--- config.mk ---
export PLATFORM = sky130hd
export DESIGN_NAME = binary_grid_component_sizer_unit
export DESIGN_NICKNAME = d
export VERILOG_FILES = /design/src/rtl/bgcs_pkg.sv /design/src/rtl/bgcs_ram.sv /design/src/rtl/binary_grid_component_sizer_unit.sv
export SDC_FILE = /design/constraint.sdc
export NUM_CORES = 1
export LEC_CHECK = 0
export ABC_AREA = 1
export BUFFER_PORTS_ARGS = -buffer_cell sky130_fd_sc_hd__buf_4
export CORE_MARGIN = 5
export CORE_UTILIZATION = 30
export CTS_CLUSTER_DIAMETER = 40
export DETAILED_ROUTE_END_ITERATION = 10
export PLACE_DENSITY = 0.45
export SLEW_MARGIN = 20
export SYNTH_ARGS = -nofsm -noshare
export SYNTH_HDL_FRONTEND = slang
export SYNTH_SLANG_ARGS = --single-unit
export TNS_END_PERCENT = 100
--- constraint.sdc ---
create_clock -name clk -period 5.9 [get_ports clk]
set_clock_uncertainty 0.1 [all_clocks]
set_input_delay 1.18 -clock clk [delete_from_list [all_inputs] [get_ports clk]]
set_output_delay 1.18 -clock clk [all_outputs]
set_load 0.03 [all_outputs]
--- src/rtl/bgcs_pkg.sv ---
package bgcs_pkg;

  localparam int MAX_GRID = 8;
  localparam int ROW_W    = 8;
  localparam int CELLS    = MAX_GRID * MAX_GRID;
  localparam int CELL_W   = 6;
  localparam int SLOTS    = 32;
  localparam int SLOT_W   = 5;
  localparam int SIZE_W   = 7;
  localparam int CNT_W    = 6;

  localparam logic [1:0] DIR_LEFT  = 2'd0;
  localparam logic [1:0] DIR_RIGHT = 2'd1;
  localparam logic [1:0] DIR_UP    = 2'd2;
  localparam logic [1:0] DIR_DOWN  = 2'd3;

  localparam logic KIND_COUNT = 1'b0;
  localparam logic KIND_SIZE  = 1'b1;

  typedef enum logic [3:0] {
    ST_IDLE,
    ST_SCAN,
    ST_POP,
    ST_NB,
    ST_INS_RD,
    ST_INS_CMP,
    ST_EMIT_CNT,
    ST_EMIT_RD,
    ST_EMIT_WR
  } state_t;

endpackage

--- src/rtl/bgcs_ram.sv ---
module bgcs_ram #(
  parameter int WIDTH = 8,
  parameter int DEPTH = 64
) (
  input  logic                     clk,
  input  logic                     we,
  input  logic [$clog2(DEPTH)-1:0] waddr,
  input  logic [WIDTH-1:0]         wdata,
  input  logic [$clog2(DEPTH)-1:0] raddr,
  output logic [WIDTH-1:0]         rdata
);

  logic [WIDTH-1:0] mem [DEPTH];

  always_ff @(posedge clk) begin
    if (we) begin
      mem[waddr] <= wdata;
    end
    rdata <= mem[raddr];
  end

endmodule

--- src/rtl/binary_grid_component_sizer_unit.sv ---
// Binary grid component sizer.
// Input channel: row_bits with in_valid/in_ready, one grid row per item,
// bit j is column j. Config: cfg_we/cfg_data write grid_size (0 acts as 1,
// above 8 acts as 8); write only while idle.
// Rows that do not complete the grid are stored as they arrive. The row
// that completes the grid starts a labeling pass: a scan of all 64 cell
// positions, plus a pop step and four neighbor steps per occupied cell
// for the breadth-first fill (one neighbor test per cycle in a shared
// checker), plus a read and a compare step per shifted entry of the
// insertion sort of region sizes.
// Output channel: kind/value/last with out_valid/out_ready. First item is
// the region count, then each region size in ascending order; last marks
// the final item. The output register lets the pass run ahead by one item;
// if the receiver stalls, the sequencer waits. in_ready stays low from the
// completing row until the last item has been loaded in the output register.
// Reset (synchronous, rst high) clears the grid, visited map, row counter
// and sets grid_size to 8. Queue and size list need no clearing.
module binary_grid_component_sizer_unit
  import bgcs_pkg::*;
(
  input  logic              clk,
  input  logic              rst,
  input  logic [ROW_W-1:0]  row_bits,
  input  logic              in_valid,
  output logic              in_ready,
  input  logic              cfg_we,
  input  logic [3:0]        cfg_data,
  output logic              kind,
  output logic [SIZE_W-1:0] value,
  output logic              last,
  output logic              out_valid,
  input  logic              out_ready
);

  state_t state, state_next;

  logic [3:0]        grid_size;
  logic [3:0]        n;
  logic [CELLS-1:0]  grid;
  logic [CELLS-1:0]  visited;
  logic [3:0]        rows_loaded;
  logic [CNT_W-1:0]  region_count;
  logic [CELL_W:0]   scan;
  logic [CELL_W:0]   head;
  logic [CELL_W:0]   tail;
  logic [CELL_W:0]   tail_next;
  logic [1:0]        dir;
  logic [SIZE_W-1:0] size;
  logic [CNT_W-1:0]  pos;
  logic [CNT_W-1:0]  pos_m1;
  logic [CNT_W-1:0]  k;

  logic              q_we;
  logic [CELL_W-1:0] q_waddr;
  logic [CELL_W-1:0] q_wdata;
  logic [CELL_W-1:0] q_rdata;

  logic              s_we;
  logic [SLOT_W-1:0] s_waddr;
  logic [SIZE_W-1:0] s_wdata;
  logic [SLOT_W-1:0] s_raddr;
  logic [SIZE_W-1:0] s_rdata;

  logic              accept;
  logic              grid_done;
  logic              slot_free;
  logic [CELL_W-1:0] scan_idx;
  logic              scan_hit;
  logic [3:0]        cr, cc, nr, nc;
  logic              nb_ok;
  logic [CELL_W-1:0] nb_idx;
  logic              nb_take;
  logic              ins_shift;
  logic              emit_last;

  assign n = (grid_size == 4'd0) ? 4'd1 :
             (grid_size > 4'(MAX_GRID)) ? 4'(MAX_GRID) : grid_size;

  assign in_ready  = (state == ST_IDLE);
  assign accept    = in_valid && in_ready;
  assign grid_done = (rows_loaded + 4'd1) >= n;
  assign slot_free = !out_valid || out_ready;

  assign scan_idx = scan[CELL_W-1:0];
  assign scan_hit = ({1'b0, scan_idx[5:3]} < n) && ({1'b0, scan_idx[2:0]} < n)
                    && grid[scan_idx] && !visited[scan_idx];

  // neighbor checker
  always_comb begin
    cr = {1'b0, q_rdata[5:3]};
    cc = {1'b0, q_rdata[2:0]};
    nr = cr;
    nc = cc;
    nb_ok = 1'b0;
    case (dir)
      DIR_LEFT: begin
        nc = cc - 4'd1;
        nb_ok = (cc != 4'd0);
      end
      DIR_RIGHT: begin
        nc = cc + 4'd1;
        nb_ok = (nc < n);
      end
      DIR_UP: begin
        nr = cr - 4'd1;
        nb_ok = (cr != 4'd0);
      end
      default: begin
        nr = cr + 4'd1;
        nb_ok = (nr < n);
      end
    endcase
  end

  assign nb_idx    = {nr[2:0], nc[2:0]};
  assign nb_take   = nb_ok && grid[nb_idx] && !visited[nb_idx];
  assign tail_next = tail + ((state == ST_NB && nb_take) ? 7'd1 : 7'd0);
  assign pos_m1    = pos - 6'd1;
  assign ins_shift = (s_rdata > size);
  assign emit_last = (k + 6'd1) == region_count;

  always_comb begin
    q_we    = 1'b0;
    q_waddr = tail[CELL_W-1:0];
    q_wdata = nb_idx;
    if (state == ST_SCAN && !scan[CELL_W] && scan_hit) begin
      q_we    = 1'b1;
      q_waddr = '0;
      q_wdata = scan_idx;
    end else if (state == ST_NB && nb_take) begin
      q_we = 1'b1;
    end
  end

  always_comb begin
    s_we    = 1'b0;
    s_waddr = pos[SLOT_W-1:0];
    s_wdata = size;
    s_raddr = pos_m1[SLOT_W-1:0];
    case (state)
      ST_INS_RD: begin
        s_we = (pos == '0);
      end
      ST_INS_CMP: begin
        s_we = 1'b1;
        if (ins_shift) begin
          s_wdata = s_rdata;
        end
      end
      ST_EMIT_CNT, ST_EMIT_RD, ST_EMIT_WR: begin
        s_raddr = k[SLOT_W-1:0];
      end
      default: ;
    endcase
  end

  bgcs_ram #(.WIDTH(CELL_W), .DEPTH(CELLS)) u_queue (
    .clk   (clk),
    .we    (q_we),
    .waddr (q_waddr),
    .wdata (q_wdata),
    .raddr (head[CELL_W-1:0]),
    .rdata (q_rdata)
  );

  bgcs_ram #(.WIDTH(SIZE_W), .DEPTH(SLOTS)) u_sizes (
    .clk   (clk),
    .we    (s_we),
    .waddr (s_waddr),
    .wdata (s_wdata),
    .raddr (s_raddr),
    .rdata (s_rdata)
  );

  always_ff @(posedge clk) begin
    if (rst) begin
      state <= ST_IDLE;
    end else begin
      state <= state_next;
    end
  end

  always_comb begin
    state_next = state;
    case (state)
      ST_IDLE: begin
        if (accept && grid_done) state_next = ST_SCAN;
      end
      ST_SCAN: begin
        if (scan[CELL_W])  state_next = ST_EMIT_CNT;
        else if (scan_hit) state_next = ST_POP;
      end
      ST_POP: state_next = ST_NB;
      ST_NB: begin
        if (dir == DIR_DOWN) begin
          state_next = ((head + 7'd1) == tail_next) ? ST_INS_RD : ST_POP;
        end
      end
      ST_INS_RD: begin
        state_next = (pos == '0) ? ST_SCAN : ST_INS_CMP;
      end
      ST_INS_CMP: begin
        state_next = ins_shift ? ST_INS_RD : ST_SCAN;
      end
      ST_EMIT_CNT: begin
        if (slot_free) state_next = (region_count == '0) ? ST_IDLE : ST_EMIT_RD;
      end
      ST_EMIT_RD: state_next = ST_EMIT_WR;
      ST_EMIT_WR: begin
        if (slot_free) state_next = emit_last ? ST_IDLE : ST_EMIT_RD;
      end
      default: state_next = ST_IDLE;
    endcase
  end

  always_ff @(posedge clk) begin
    if (rst) begin
      grid_size    <= 4'(MAX_GRID);
      grid         <= '0;
      visited      <= '0;
      rows_loaded  <= '0;
      region_count <= '0;
      out_valid    <= 1'b0;
    end else begin
      if (cfg_we) begin
        grid_size <= cfg_data;
      end
      if (out_valid && out_ready) begin
        out_valid <= 1'b0;
      end
      case (state)
        ST_IDLE: begin
          if (accept) begin
            grid[{rows_loaded[2:0], 3'b000} +: ROW_W] <= row_bits;
            if (grid_done) begin
              rows_loaded  <= '0;
              visited      <= '0;
              region_count <= '0;
              scan         <= '0;
            end else begin
              rows_loaded <= rows_loaded + 4'd1;
            end
          end
        end
        ST_SCAN: begin
          if (!scan[CELL_W]) begin
            if (scan_hit) begin
              visited[scan_idx] <= 1'b1;
              head <= '0;
              tail <= 7'd1;
              size <= 7'd1;
            end else begin
              scan <= scan + 7'd1;
            end
          end
        end
        ST_POP: dir <= DIR_LEFT;
        ST_NB: begin
          if (nb_take) begin
            visited[nb_idx] <= 1'b1;
            size <= size + 7'd1;
          end
          tail <= tail_next;
          dir  <= dir + 2'd1;
          if (dir == DIR_DOWN) begin
            head <= head + 7'd1;
            pos  <= region_count;
          end
        end
        ST_INS_RD: begin
          if (pos == '0) begin
            region_count <= region_count + 6'd1;
            scan         <= scan + 7'd1;
          end
        end
        ST_INS_CMP: begin
          if (ins_shift) begin
            pos <= pos_m1;
          end else begin
            region_count <= region_count + 6'd1;
            scan         <= scan + 7'd1;
          end
        end
        ST_EMIT_CNT: begin
          if (slot_free) begin
            out_valid <= 1'b1;
            kind      <= KIND_COUNT;
            value     <= {1'b0, region_count};
            last      <= (region_count == '0);
            k         <= '0;
          end
        end
        ST_EMIT_WR: begin
          if (slot_free) begin
            out_valid <= 1'b1;
            kind      <= KIND_SIZE;
            value     <= s_rdata;
            last      <= emit_last;
            k         <= k + 6'd1;
          end
        end
        default: ;
      endcase
    end
  end

  a_queue_order: assert property (@(posedge clk) disable iff (rst)
    (state == ST_NB) |-> (head < tail))
    else $error("queue head passed tail");

  a_count_range: assert property (@(posedge clk) disable iff (rst)
    region_count <= 6'(SLOTS))
    else $error("region count out of range");

  a_busy_after_grid: assert property (@(posedge clk) disable iff (rst)
    (accept && grid_done) |=> !in_ready)
    else $error("ready right after completing row");

  a_size_bound: assert property (@(posedge clk) disable iff (rst)
    (state == ST_NB) |-> (size <= 7'(CELLS)))
    else $error("region size out of range");

endmodule

==> key figures <==
Setup path
  • Max stage delay on crit path: 0.56 ns
  • CP endpoint kind: register
  • Critical path required time: 6.40 ns
  • Slowest cell on crit path: nand3_1
  • Worst Path Arrival: 5.52 ns
  • Crit-path most repeated cell: nand2_1
  • CP Class: reg -> reg
  • Worst setup SP type: register
  • Crit Path Max Fanout: 17

Routing
  • Via count: 28200
  • Via density: 5.16
  • Final wirelength: 119 mm
  • Post-route ant nets: 0
  • Pre-antenna DRT Iters: 5
  • DR WL/cell: 21.7 um
  • DRC viols: 0
  • Starting DRT DRC Count: 2851

Logic synthesis
  • Number of synthesized flops with an enable pin: 659
  • Cell taking the most area after synthesis: edfxtp_1
  • Synth Warn #: 0
  • Synthesized area: 37100 um2
  • Post-synth top flop: edfxtp_1
  • Post-Syn Nets: 3719
  • Library cells used by synthesis: 51
  • #FFs+latches synth: 819
  • Top cells by area, synth: edfxtp_1 53%, dfxtp_1 8.6%, nand2_1 5.8%
  • Synth async-reset ratio: 0
  • Sequential fraction of the synthesis area: 0.620
  • Avg Cell Area, Syn: 10.1 um2
  • Cells after Synth: 3654
  • Top-area cell type share of the netlist area: 0.534

Power
  • Clock power share: 0.474
  • Seq pwr share: 0.408
  • Leakage: 15.2 nW
  • Max VDD drop: 0.284 mV
  • Cell Pwr Density: 369 nW/um2
  • Switching share of power: 0.277
  • Pint: 11.7 mW
  • Comb pwr share: 0.117
  • NetSw: 4.48 mW

Die
  • DIE HEIGHT: 361 um
  • Die Area: 131000 um2
  • Die width: 361 um
  • Initial Util: 0.301
  • Core Area: 123000 um2
  • Rows: 129
  • Num ports: 28

Clock tree
  • Clock tree buffer depth: 3
  • Htree depth: 4
  • Cell chosen for the clock root: clkbuf_16
  • CTS tree: built
  • Cts repair resizes: 0
  • Clk_lat worst skew: 0.72 ns
  • Worst-path clk slew: 0.05 ns
  • Clk sinks: 819
  • Post CTS Setup Buffer Count: 0
  • CTS Buf Count: 134
  • Cts hold-fix bufs: 0

Cells and area
  • Area of the multi-input gates: 12200 um2
  • Layout cells sized above 1: 0.112
  • Reg area: 23000 um2
  • Synth-to-Final Area Change: 18.3%
  • N_diodes: 0
  • Net count, final: 3781
  • FILL cells: 12400

Global route
  • Pin count of the biggest net entering global routing: 88
  • Remaining global-route overflow: 0
  • First-pass GRT wire length: 179 mm
  • Total global-route track usage: 0.177
  • Vias in the first global route: 27100
  • Initial antenna violation count: 1

Timing
  • Fin. max-slew vios: 0
  • Period Utilization, post-route: 0.850
  • Worst setup margin: 0.885 ns
  • Normalized max-slew margin: 0.296
  • Number of hold violations in the final report: 0
  • Worst-Margin Slew: 1.05 ns
  • Minimum clock period: 5.02 ns
  • Fmax: 199 MHz
  • Setup violators final: 0
  • Unrepaired setup endpoints after global routing: false
  • Setup_tns: 0 ns

Placed design
  • GPL Wtd Cong: 0.899
  • Pre-CTS setup slack: 0.932 ns
  • Dpl hpwl: 76.0 mm
  • IO buf count: 27

Job
  • Total of max-cap violations: 0

Run status
  • Run status: finished clean

Worst hold path
  • Worst Hold Class: reg -> reg
==> per-stage QoR <==
stage                     std cells   util  total power [mW]  hold slack, ns  cell area (um2)
after global routing           5461  0.356              16.8           0.395            43900
after detailed placement       5217  0.320              8.60           0.365            39400
final                          5461  0.356              16.2           0.370            43900
after CTS                      5461  0.356              16.3           0.371            43800
after floorplan                3654      -              7.88           0.328            37100
after global placement         5217  0.320              8.60           0.360            39400
==> flip-flops by register name, indices dropped and copies added (netlist names), 6 cells and up <==
name,flops
pos,6
grid,64
u_queue.rdata,6
u_sizes.rdata,7
k,6
scan,7
value,7
region_count,6
u_sizes.mem,224
size,7
u_queue.mem,384
visited,64
head,7
tail,7
==> layout make-up <==
class                      instances  area share
clock inverter                    86      0.0213
timing repair buffer             137      0.0243
multi-input combinational       2325       0.278
inverter                         299      0.0257
sequential                       819       0.524
tap                             1637      0.0467
clock buffer                     158      0.0797
==> kinds of logic after synthesis <==
kind of cell / share of synthesized area
simple gates: 0.155
compound gates: 0.145
flops: 0.620
buf+inv: 0.0558
fa+ha+maj: 0.0162
xor+xnor: 0.00733
==> path summary, 6_finish.rpt <==
path,slack (ns),endpoint,cells past startpoint,startpoint
min,0.37,visited[43],2,visited[43]
max,0.88,state[1],29,dir[0]
min reg2reg,0.37,visited[43],2,visited[43]
max reg2reg,0.88,state[1],29,dir[0]
==> cell usage in the layout, fill, tap and decap left out, types with 10 or more instances in the layout <==
cell type     n
nand2_1     573
o22ai_1      68
buf_4       134
nand4_1      89
xnor2_1      11
o21ai_4      10
clkbuf_1     20
o221ai_1    159
nor2_1      407
ha_1         48
nand3_1     167
clkbuf_16   135
clkinvlp_4   15
o21ai_0     275
dfxtp_1     160
a21oi_1     315
nand2_2      13
clkinv_4     12
xor2_1       20
bufinv_16    10
edfxtp_1    659
clkinv_2     21
nor2_2       11
nor3_1       50
clkinv_1     13
inv_1       283
a211oi_1     25
inv_6        12
==> layer usage <==
layer / wire length [um] / GRT usage / share of wire
met5: 0 / 0 / 0
met2: 51400 / 0.263 / 0.43
met3: 7200 / 0.0304 / 0.061
met4: 3310 / 0.0567 / 0.028
met1: 56800 / 0.262 / 0.48
==> power groups by stage <==
stage                     Clock, mW  Combinational (mW)  Sequential [mW]
after global routing           8.13                2.08             6.61
final                          7.68                1.90             6.61
after floorplan                   0                1.18             6.70
after global placement            0                1.88             6.72
after CTS                      7.82                1.89             6.61
after detailed placement          0                1.88             6.72
==> critical path: cells and delay by family, from the launching register on <==
| family | cells | cell delay (ns) |
|---|---|---|
| xor gates and xnor gates | 2 | 0.35 |
| AOI/OAI and AO/OA | 2 | 0.16 |
| and+or+nand+nor | 17 | 2.35 |
| DFF | 1 | 0.39 |
| adders and majority gates | 3 | 0.62 |
| buffers and inverters | 5 | 0.92 |
==> synthesized netlist by cell type (2+ instances only) <==
cell type	instances
nor3b_1	2
nand2_1	576
o21a_1	7
o211ai_1	3
buf_1	20
nand3_2	9
buf_4	10
buf_6	8
dfxtp_1	160
o32ai_1	8
nor4_1	7
ha_1	48
nand4_2	2
nand4_1	89
nand3_1	167
nand2_2	13
a211oi_1	25
xor2_1	20
edfxtp_1	659
a22oi_1	4
xnor2_1	11
o221ai_1	159
buf_2	46
inv_1	284
o22ai_1	68
o31ai_1	4
nand3b_1	2
nor2_1	410
inv_2	10
nor2_2	10
a21oi_1	315
clkbuf_1	127
o21ai_0	290
o21ai_1	9
clkinv_1	5
a31oi_1	2
nor3_1	51
(Power assumes the default switching activity.)
